$ cat src/hdl/i2csrf_pkg.sv
`timescale 1ns / 1ps

package i2csrf_pkg;

  localparam int unsigned DefRegCount = 256;

  typedef logic [7:0] byte_t;

  // Bus event / host access codes
  typedef enum logic [3:0] {
    OP_WR_ADDR = 4'd0,
    OP_WR_DATA = 4'd1,
    OP_STOP    = 4'd2,
    OP_NACK    = 4'd3,
    OP_RD_ADDR = 4'd4,
    OP_RD_ACK  = 4'd5,
    OP_RD_END  = 4'd6,
    OP_HOST_WR = 4'd7,
    OP_HOST_RD = 4'd8
  } op_e;

  typedef enum logic [1:0] {
    NOTE_NONE     = 2'd0,
    NOTE_WR_DONE  = 2'd1,
    NOTE_RD_START = 2'd2,
    NOTE_RD_DONE  = 2'd3
  } notify_e;

  typedef enum logic {
    ST_IDLE = 1'b0,
    ST_EXEC = 1'b1
  } state_e;

  // One store access request: at most one of read and write per cycle
  typedef struct packed {
    logic  rd_en;
    byte_t rd_addr;
    logic  wr_en;
    byte_t wr_addr;
    byte_t wr_data;
  } store_req_t;

endpackage

$ cat src/hdl/i2csrf_if.sv
`timescale 1ns / 1ps

interface i2csrf_in_if;
  logic       valid;
  logic       ready;
  logic [3:0] operation;
  logic [7:0] data;
  logic [7:0] host_index;

  modport source (output valid, output operation, output data, output host_index,
                  input ready);
  modport sink (input valid, input operation, input data, input host_index,
                output ready);
endinterface

interface i2csrf_out_if;
  logic       valid;
  logic       ready;
  logic       ack;
  logic [7:0] out_byte;
  logic [1:0] notify;
  logic [7:0] notify_start;
  logic [7:0] notify_length;

  modport source (output valid, output ack, output out_byte, output notify,
                  output notify_start, output notify_length, input ready);
  modport sink (input valid, input ack, input out_byte, input notify,
                input notify_start, input notify_length, output ready);
endinterface

$ cat src/hdl/i2csrf_ram.sv
`timescale 1ns / 1ps

module i2csrf_ram #(
  parameter int unsigned Width = 8,
  parameter int unsigned Depth = 256
) (
  input  logic                     clk_i,
  input  logic                     we_i,
  input  logic [$clog2(Depth)-1:0] waddr_i,
  input  logic [Width-1:0]         wdata_i,
  input  logic                     re_i,
  input  logic [$clog2(Depth)-1:0] raddr_i,
  output logic [Width-1:0]         rdata_o
);

  logic [Width-1:0] mem_q [Depth];
  logic [Width-1:0] rdata_q;

  always_ff @(posedge clk_i) begin
    if (we_i) begin
      mem_q[waddr_i] <= wdata_i;
    end
    if (re_i) begin
      rdata_q <= mem_q[raddr_i];
    end
  end

  assign rdata_o = rdata_q;

endmodule

$ cat src/hdl/i2csrf_store.sv
`timescale 1ns / 1ps

module i2csrf_store
  import i2csrf_pkg::*;
#(
  parameter int unsigned RegCount = DefRegCount
) (
  input  logic       clk_i,
  input  logic       rst_ni,
  input  store_req_t req_i,
  output byte_t      rd_data_o
);

  localparam int unsigned AddrW = $clog2(RegCount);

  logic [RegCount-1:0] valid_q;
  logic                rd_hit_q;
  logic                rd_in_range;
  logic                wr_in_range;
  logic                ram_we;
  byte_t               ram_rdata;

  // indexes at or beyond the store depth are dropped on write, read as zero
  assign rd_in_range = {1'b0, req_i.rd_addr} < 9'(RegCount);
  assign wr_in_range = {1'b0, req_i.wr_addr} < 9'(RegCount);
  assign ram_we      = req_i.wr_en && wr_in_range;

  // per-entry written flags stand in for the all-zero reset contents
  always_ff @(posedge clk_i or negedge rst_ni) begin
    if (!rst_ni) begin
      valid_q  <= '0;
      rd_hit_q <= 1'b0;
    end else begin
      if (ram_we) begin
        valid_q[req_i.wr_addr[AddrW-1:0]] <= 1'b1;
      end
      if (req_i.rd_en) begin
        rd_hit_q <= rd_in_range && valid_q[req_i.rd_addr[AddrW-1:0]];
      end
    end
  end

  i2csrf_ram #(
    .Width (8),
    .Depth (RegCount)
  ) u_ram (
    .clk_i   (clk_i),
    .we_i    (ram_we),
    .waddr_i (req_i.wr_addr[AddrW-1:0]),
    .wdata_i (req_i.wr_data),
    .re_i    (req_i.rd_en),
    .raddr_i (req_i.rd_addr[AddrW-1:0]),
    .rdata_o (ram_rdata)
  );

  assign rd_data_o = rd_hit_q ? ram_rdata : 8'd0;

`ifndef SYNTHESIS
  a_no_rd_wr_same_cycle : assert property (@(posedge clk_i) disable iff (!rst_ni)
    !(req_i.rd_en && req_i.wr_en))
    else $error("store read and write in the same cycle");
`endif

endmodule

$ cat src/hdl/i2c_slave_register_file_unit.sv
`timescale 1ns / 1ps

// Channel  Dir  Words carry
// -------  ---  ---------------------------------------------------------
// in_i     in   operation, data, host_index (one bus event or host access)
// out_o    out  ack, out_byte, notify, notify_start, notify_length
//
// Each input word is handled in ST_IDLE then ST_EXEC: the accept cycle issues the store read,
// and ST_EXEC does the modify/write-back and loads the output register.
// The store read is registered, so the fetched byte is only there in ST_EXEC.
// A new word is taken while the previous result waits in the output register;
// the unit only holds in ST_EXEC while that register is still full.
// Reset clears the store through per-entry written flags.
module i2c_slave_register_file_unit
  import i2csrf_pkg::*;
#(
  parameter int unsigned RegCount = DefRegCount
) (
  input  logic                clk_i,
  input  logic                rst_ni,
  i2csrf_in_if.sink           in_i,
  i2csrf_out_if.source        out_o
);

  state_e     state_q, state_d;
  logic [3:0] op_q;
  byte_t      data_q, hidx_q;

  // transfer state
  byte_t      ptr_q, ptr_d;
  byte_t      len_q, len_d;
  logic       loaded_q, loaded_d;

  // output register
  logic       out_valid_q;
  logic       ack_q, ack_d;
  byte_t      obyte_q, obyte_d;
  notify_e    note_q, note_d;
  byte_t      nstart_q, nstart_d;
  byte_t      nlen_q, nlen_d;
  logic       finish;

  store_req_t req;
  byte_t      rd_data;

  i2csrf_store #(
    .RegCount (RegCount)
  ) u_store (
    .clk_i     (clk_i),
    .rst_ni    (rst_ni),
    .req_i     (req),
    .rd_data_o (rd_data)
  );

  always_comb begin
    state_d    = state_q;
    in_i.ready = 1'b0;
    req        = '0;
    ptr_d      = ptr_q;
    len_d      = len_q;
    loaded_d   = loaded_q;
    finish     = 1'b0;
    ack_d      = 1'b1;
    obyte_d    = 8'd0;
    note_d     = NOTE_NONE;
    nstart_d   = 8'd0;
    nlen_d     = 8'd0;

    unique case (state_q)
      ST_IDLE: begin
        in_i.ready = 1'b1;
        if (in_i.valid) begin
          state_d     = ST_EXEC;
          // fetch now so the byte is there for the execute cycle
          req.rd_en   = (in_i.operation == OP_RD_ADDR) || (in_i.operation == OP_RD_ACK) ||
                        (in_i.operation == OP_HOST_RD);
          req.rd_addr = (in_i.operation == OP_HOST_RD) ? in_i.host_index : ptr_q;
        end
      end
      ST_EXEC: begin
        if (!out_valid_q || out_o.ready) begin
          finish  = 1'b1;
          state_d = ST_IDLE;
          unique case (op_q)
            OP_WR_ADDR: begin
              loaded_d = 1'b0;
            end
            OP_WR_DATA: begin
              if (loaded_q) begin
                req.wr_en   = 1'b1;
                req.wr_addr = ptr_q;
                req.wr_data = data_q;
                ptr_d       = ptr_q + 8'd1;
                len_d       = len_q + 8'd1;
              end else begin
                // first data byte after address is the register index
                ptr_d    = data_q;
                loaded_d = 1'b1;
                len_d    = 8'd0;
              end
            end
            OP_STOP: begin
              note_d   = NOTE_WR_DONE;
              nstart_d = ptr_q - len_q;
              nlen_d   = len_q;
            end
            OP_NACK: begin
              ack_d = 1'b0;
            end
            OP_RD_ADDR: begin
              note_d   = NOTE_RD_START;
              nstart_d = ptr_q;
              obyte_d  = rd_data;
              ptr_d    = ptr_q + 8'd1;
              len_d    = 8'd1;
            end
            OP_RD_ACK: begin
              obyte_d = rd_data;
              ptr_d   = ptr_q + 8'd1;
              len_d   = len_q + 8'd1;
            end
            OP_RD_END: begin
              note_d   = NOTE_RD_DONE;
              nstart_d = ptr_q - len_q;
              nlen_d   = len_q;
            end
            OP_HOST_WR: begin
              req.wr_en   = 1'b1;
              req.wr_addr = hidx_q;
              req.wr_data = data_q;
            end
            OP_HOST_RD: begin
              obyte_d = rd_data;
            end
            default: begin
              // unused codes: plain ack, nothing changes
            end
          endcase
        end
      end
      default: begin
        state_d = ST_IDLE;
      end
    endcase
  end

  always_ff @(posedge clk_i or negedge rst_ni) begin
    if (!rst_ni) begin
      state_q     <= ST_IDLE;
      ptr_q       <= 8'd0;
      len_q       <= 8'd0;
      loaded_q    <= 1'b0;
      out_valid_q <= 1'b0;
    end else begin
      state_q  <= state_d;
      ptr_q    <= ptr_d;
      len_q    <= len_d;
      loaded_q <= loaded_d;
      if (finish) begin
        out_valid_q <= 1'b1;
      end else if (out_o.ready) begin
        out_valid_q <= 1'b0;
      end
    end
  end

  // input word and result payload, no reset needed
  always_ff @(posedge clk_i) begin
    if (in_i.valid && in_i.ready) begin
      op_q   <= in_i.operation;
      data_q <= in_i.data;
      hidx_q <= in_i.host_index;
    end
    if (finish) begin
      ack_q    <= ack_d;
      obyte_q  <= obyte_d;
      note_q   <= note_d;
      nstart_q <= nstart_d;
      nlen_q   <= nlen_d;
    end
  end

  assign out_o.valid         = out_valid_q;
  assign out_o.ack           = ack_q;
  assign out_o.out_byte      = obyte_q;
  assign out_o.notify        = note_q;
  assign out_o.notify_start  = nstart_q;
  assign out_o.notify_length = nlen_q;

`ifndef SYNTHESIS
  a_accept_to_exec : assert property (@(posedge clk_i) disable iff (!rst_ni)
    (in_i.valid && in_i.ready) |=> (state_q == ST_EXEC))
    else $error("accepted word did not move to execute");

  a_host_keeps_ptr : assert property (@(posedge clk_i) disable iff (!rst_ni)
    (finish && (op_q == OP_HOST_WR || op_q == OP_HOST_RD))
      |=> ($stable(ptr_q) && $stable(len_q) && $stable(loaded_q)))
    else $error("host access changed transfer state");

  a_quiet_note : assert property (@(posedge clk_i) disable iff (!rst_ni)
    (out_o.valid && out_o.notify == NOTE_NONE)
      |-> (out_o.notify_start == 8'd0 && out_o.notify_length == 8'd0))
    else $error("notify fields set without a notification");

  a_nack_only : assert property (@(posedge clk_i) disable iff (!rst_ni)
    (finish && !ack_d) |-> (op_q == OP_NACK))
    else $error("ack dropped on a word other than data nack");
`endif

endmodule
$ cat src/flat_wrapper.sv
// flat-port wrapper written by rule: the top's interface ports become plain ports
module i2c_slave_register_file_unit_flat import i2csrf_pkg::*;
#(
  parameter int unsigned RegCount = DefRegCount
)
  (clk_i, rst_ni, in_i_valid, in_i_operation, in_i_data, in_i_host_index, in_i_ready, out_o_valid, out_o_ack, out_o_out_byte, out_o_notify, out_o_notify_start, out_o_notify_length, out_o_ready);
  i2csrf_in_if in_i_i ();
  i2csrf_out_if out_o_i ();
  input  logic clk_i;
  input  logic rst_ni;
  input wire logic [$bits(in_i_i.valid)-1:0] in_i_valid;
  input wire logic [$bits(in_i_i.operation)-1:0] in_i_operation;
  input wire logic [$bits(in_i_i.data)-1:0] in_i_data;
  input wire logic [$bits(in_i_i.host_index)-1:0] in_i_host_index;
  output wire logic [$bits(in_i_i.ready)-1:0] in_i_ready;
  output wire logic [$bits(out_o_i.valid)-1:0] out_o_valid;
  output wire logic [$bits(out_o_i.ack)-1:0] out_o_ack;
  output wire logic [$bits(out_o_i.out_byte)-1:0] out_o_out_byte;
  output wire logic [$bits(out_o_i.notify)-1:0] out_o_notify;
  output wire logic [$bits(out_o_i.notify_start)-1:0] out_o_notify_start;
  output wire logic [$bits(out_o_i.notify_length)-1:0] out_o_notify_length;
  input wire logic [$bits(out_o_i.ready)-1:0] out_o_ready;
  assign in_i_i.valid = in_i_valid;
  assign in_i_i.operation = in_i_operation;
  assign in_i_i.data = in_i_data;
  assign in_i_i.host_index = in_i_host_index;
  assign in_i_ready = in_i_i.ready;
  assign out_o_valid = out_o_i.valid;
  assign out_o_ack = out_o_i.ack;
  assign out_o_out_byte = out_o_i.out_byte;
  assign out_o_notify = out_o_i.notify;
  assign out_o_notify_start = out_o_i.notify_start;
  assign out_o_notify_length = out_o_i.notify_length;
  assign out_o_i.ready = out_o_ready;
  i2c_slave_register_file_unit #(.RegCount(RegCount)) u_core (.clk_i(clk_i), .rst_ni(rst_ni), .in_i(in_i_i), .out_o(out_o_i));
endmodule
$ cat config.mk
export PLATFORM = sky130hd
export DESIGN_NAME = i2c_slave_register_file_unit_flat
export DESIGN_NICKNAME = d
export VERILOG_FILES = /design/src/hdl/i2csrf_pkg.sv /design/src/hdl/i2csrf_if.sv /design/src/hdl/i2csrf_ram.sv /design/src/hdl/i2csrf_store.sv /design/src/hdl/i2c_slave_register_file_unit.sv /design/src/flat_wrapper.sv
export SDC_FILE = /design/constraint.sdc
export NUM_CORES = 2
export LEC_CHECK = 0
export BUFFER_PORTS_ARGS = -buffer_cell sky130_fd_sc_hd__buf_2
export CAP_MARGIN = 40
export CELL_PAD_IN_SITES_DETAIL_PLACEMENT = 0
export CELL_PAD_IN_SITES_GLOBAL_PLACEMENT = 2
export CORE_UTILIZATION = 41
export DETAILED_ROUTE_END_ITERATION = 8
export GPL_TIMING_DRIVEN = 0
export PLACE_DENSITY_LB_ADDON = 0.1
export SLEW_MARGIN = 20
export SYNTH_ARGS = -nofsm -noshare
export SYNTH_HDL_FRONTEND = slang
export SYNTH_SLANG_ARGS = --single-unit
$ cat constraint.sdc
create_clock -name clk_i -period 5.2 [get_ports clk_i]
set_input_delay 0.26 -clock clk_i [delete_from_list [all_inputs] [get_ports clk_i]]
set_output_delay 0.26 -clock clk_i [all_outputs]
set_load 0.005 [all_outputs]
==> results.sh <==
export IMPL_critical_path_slowest_cell="o211ai_1"
export IMPL_synth_compound_area_frac=0.0626
export IMPL_core_box_area_um2=230000
export IMPL_critPathLaunch="u_core.state_q"
export IMPL_power_density_cell_area_nw_per_um2=488
export IMPL_place_ws_ns=-1.83
export IMPL_critical_path_max_stage_delay_ns=0.90
export IMPL_number_of_clock_sinks=2379
export IMPL_ioPinCount=53
export IMPL_commonest_cells_after_routing_fill_and_taps_aside="edfxtp_1 (2103), nand2_1 (1557), nand3_1 (466)"
export IMPL_ant_nets=0
export IMPL_worstRegToRegCells=13
export IMPL_total_die_area_um2=234000
export IMPL_antenna_violations_before_repair=80
export IMPL_hold_class="input pin to async pin"
export IMPL_cp_data_arrival_time_ns=6.26
export IMPL_period_needed_ns=5.53
export IMPL_synth_edff_count=2103
export IMPL_number_of_max_slew_violations_in_the_final_report=0
export IMPL_critical_path_endpoint_type="register"
export IMPL_ys_seq_area_frac=0.737
export IMPL_final_total_negative_setup_slack_ns=-1.56
export IMPL_hpwl_mm=397
export IMPL_finalWirelength_mm=538
export IMPL_detailroute_via_count=73267
export IMPL_layout_worst_path_cycle_share=1.06
export IMPL_grt_remaining_overflow=0
export IMPL_synth_mux_area_fraction=0.0352
export IMPL_flip_flop_and_latch_count_after_synthesis=2379
export IMPL_achievable_frequency_mhz=181
export IMPL_cp_start_kind="register"
export IMPL_synth_avg_cell_area_um2=13.5
export IMPL_drive_gt1_frac=0.234
export IMPL_grt_util_met3=0.153
export IMPL_tritoncts_clock_tree="done"
export IMPL_post_detailed_route_wirelength_per_cell_um=48.4
export IMPL_clock_skew_ns=0.0554
export IMPL_maxSlewHeadroom=0.287
export IMPL_yosys_area_share_adder=0.00140
export IMPL_ys_async_sr_fraction=0.116
export IMPL_global_route_usage_met2=0.631
export IMPL_r2r_start="u_core.state_q"
export IMPL_maximum_fanout_count_along_the_critical_path=19
export IMPL_cts_max_level=5
export IMPL_std_cell_rows=176
export IMPL_synth_simple_gate_area_frac=0.141
export IMPL_cell_at_the_root_of_the_clock_tree="clkbuf_16"
export IMPL_regArea_um2=70100
export IMPL_vdd_ir_drop_worst_v=0.000296
export IMPL_rsz_0062_raised_after_global_routing="yes"
export IMPL_synth_lib_cells_used_distinct=77
export IMPL_reported_leakage_power_uw=0.0431
export IMPL_violations_in_the_final_reports="negative setup slack"
export IMPL_run_status="finished, violations left"
export IMPL_drtIter0Drc=13624
export IMPL_num_nets_final=7879
export IMPL_grt_first_pass_wirelength_mm=678
export IMPL_floorplan_initialDensity=0.413
export IMPL_clk_pin_slew_worst_paths_ns=0.06
export IMPL_synth_cell_area_um2=95000
export IMPL_ys_warn_count=0
export IMPL_post_synth_xor_area_fraction=0.000922
export IMPL_n_fill_cell=19843
export IMPL_timing_final_setup_violations=9
export IMPL_number_of_global_route_vias_before_repair=65673
export IMPL_layout_area_overhead_vs_synth_pct=22.6
export IMPL_gp_congestion=1.07
export IMPL_setup_slack_ns=-0.329
export IMPL_timing_setup_critical_path_class="register to register"
export IMPL_die_h_um=483
export IMPL_cts_made_buffers=285
export IMPL_drt_drc_violations_left=0
export IMPL_die_span_in_x_um=483
export IMPL_finalHoldViolations=0
export IMPL_multi_input_gate_area_in_the_final_layout_um2=24500
export IMPL_busiest_layer="met2"
export IMPL_port_buffer_count=52
export IMPL_crit_required_ns=5.93
export IMPL_max_slew_worst_pin_slew_ns=1.07
export IMPL_final_util=0.506
export IMPL_post_synth_inst_count=7030
export IMPL_groute_usage_overall=0.454
export IMPL_r2r_slack_ns=-0.33
export IMPL_reg2reg_to="u_core.u_store.rd_hit_q"
export IMPL_hold_worst_slack_ns=0.00775
export IMPL_drt_pass1_iter_count=6
export IMPL_worst_skew_pair_late_latency_ns=0.98
export IMPL_synth_fp_nets=7064
export IMPL_max_cap_viol_count=0
export IMPL_grt_max_degree=81
export IMPL_worstPathCellList="nand3b_1 > mux2_4 > buf_6 > buf_4 > buf_6 > buf_2 > buf_12 > buf_2 > a31oi_1 > o211ai_1 > nand3_1 > o32ai_1 > a32oi_2"
export IMPL_synth_ff_type="edfxtp_1"
export IMPL_max_clock_path_buffers=4
export IMPL_most_common_cell_after_layout_fill_and_taps_aside="edfxtp_1"
export IMPL_detail_route_vias_per_cell=6.59
export IMPL_use_met1=0.569
export IMPL_synth_top_family_by_area="simple AND/OR/NAND/NOR gates"
## cells by family (layout without fill, tap and decap cells)
group | count (synthesis) | after routing
xor+xnor | 10 | 10
buf+inv | 457 | 1478
simple gates | 2995 | 2995
flops | 2379 | 2379
other cells | 0 | 41
mux | 289 | 289
fa+ha+maj | 10 | 10
compound gates | 890 | 890
## cell usage after synthesis, types with 13 or more instances
| master | count | area share |
|---|---|---|
| nor2_1 | 348 | 0.014 |
| nand2_1 | 1564 | 0.062 |
| a22oi_1 | 27 | 0.0021 |
| a311oi_1 | 86 | 0.0079 |
| mux4_2 | 34 | 0.0081 |
| inv_1 | 17 | 0.00067 |
| a31oi_1 | 49 | 0.0032 |
| a32o_1 | 17 | 0.0018 |
| nand3_1 | 466 | 0.025 |
| nor3_1 | 92 | 0.0048 |
| o21ai_0 | 50 | 0.0026 |
| buf_2 | 161 | 0.0085 |
| and2_1 | 27 | 0.0018 |
| o211ai_1 | 14 | 0.0011 |
| a21oi_1 | 349 | 0.018 |
| o22ai_1 | 80 | 0.0053 |
| or2_2 | 257 | 0.017 |
| a32oi_1 | 19 | 0.0018 |
| buf_4 | 32 | 0.0025 |
| dfrtp_1 | 276 | 0.073 |
| a2111oi_0 | 51 | 0.0047 |
| nand4_1 | 23 | 0.0015 |
| mux2i_1 | 241 | 0.025 |
| or4_1 | 13 | 0.0010 |
| nor4_1 | 92 | 0.0061 |
| buf_1 | 54 | 0.0021 |
| and3_1 | 62 | 0.0041 |
| clkbuf_1 | 189 | 0.0075 |
| a211oi_1 | 14 | 0.0011 |
| edfxtp_1 | 2103 | 0.66 |
| a221oi_1 | 58 | 0.0053 |
## worst max-delay path, delay by kind of cell, from the launching register on
kind                   cells  cell delay (ns)
buffers and inverters      6             2.32
AO/OA/AOI/OAI              4             1.60
flip-flops                 1             0.50
AND/OR/NAND/NOR            2             0.40
multiplexers               1             0.35
## report_power, final
group | leakage, µW | switching, µW | internal (µW)
Combinational | 0.0154 | 12600 | 3820
Clock | 0.00424 | 8150 | 11100
Sequential | 0.0234 | 189 | 21000
## per-stage QoR
| step | power (µW) | cells | cell area (µm²) |
|---|---|---|---|
| floorplan | 26600 | 7030 | 95000 |
| global placement | 35200 | 10108 | 99100 |
| detailed placement | 36700 | 10555 | 106000 |
| CTS | 55700 | 11063 | 116000 |
| global route | 56800 | 11081 | 116000 |
| finish | 56800 | 11118 | 116000 |
## how the worst max path moves through the flow
stage / to / cells past startpoint
finish: u_core.u_store.rd_hit_q / 13
global route: u_core.u_store.rd_hit_q / 13
CTS: u_core.u_store.u_ram.rdata_o[4] / 16
detailed placement: u_core.u_store.u_ram.rdata_o[1] / 15
global placement: u_core.u_store.u_ram.rdata_o[0] / 13
floorplan: u_core.u_store.u_ram.mem_q[0][0] / 7
## registers in the layout (all words and copies together) (netlist names), 2 cells and up
register                      flops
u_core.data_q                     8
u_core.hidx_q                     8
u_core.len_q                      8
u_core.op_q                       4
u_core.out_o.notify               2
u_core.out_o.notify_length        8
u_core.out_o.notify_start         8
u_core.out_o.out_byte             8
u_core.ptr_q                      8
u_core.u_store.u_ram.mem_q     2048
u_core.u_store.u_ram.rdata_o      8
u_core.u_store.valid_q          256
## cell type report
cell class                      instances  share of cell area
Sequential cell                      2379               0.602
Multi-Input combinational cell       4194               0.210
Clock buffer                          391              0.0673
Timing Repair Buffer                  544              0.0580
Tap cell                             3026              0.0325
Buffer                                424              0.0219
Clock inverter                        102             0.00698
Antenna cell                           41            0.000881
Inverter                               17            0.000569
## routing by layer
| layer | up-vias | wire (µm) |
|---|---|---|
| met5 | - | 250 |
| met4 | 34 | 55400 |
| met1 | 37340 | 191000 |
| li1 | 27817 | - |
| met3 | 1691 | 72200 |
| met2 | 6385 | 219000 |
## what timing repair did
| action | 4_1_cts | 5_1_grt |
|---|---|---|
| pin swaps | 7 | 1 |
| setup buffers | 4 | 0 |
| endpoints found under the setup margin | 9 | 55 |
| resized for setup | 209 | 30 |
| hold buffers | 24 | 0 |
| hold endpoints to repair | 218 | 0 |
| cloned | 0 | 0 |
Note: power is estimated with default switching activity, not from simulation.
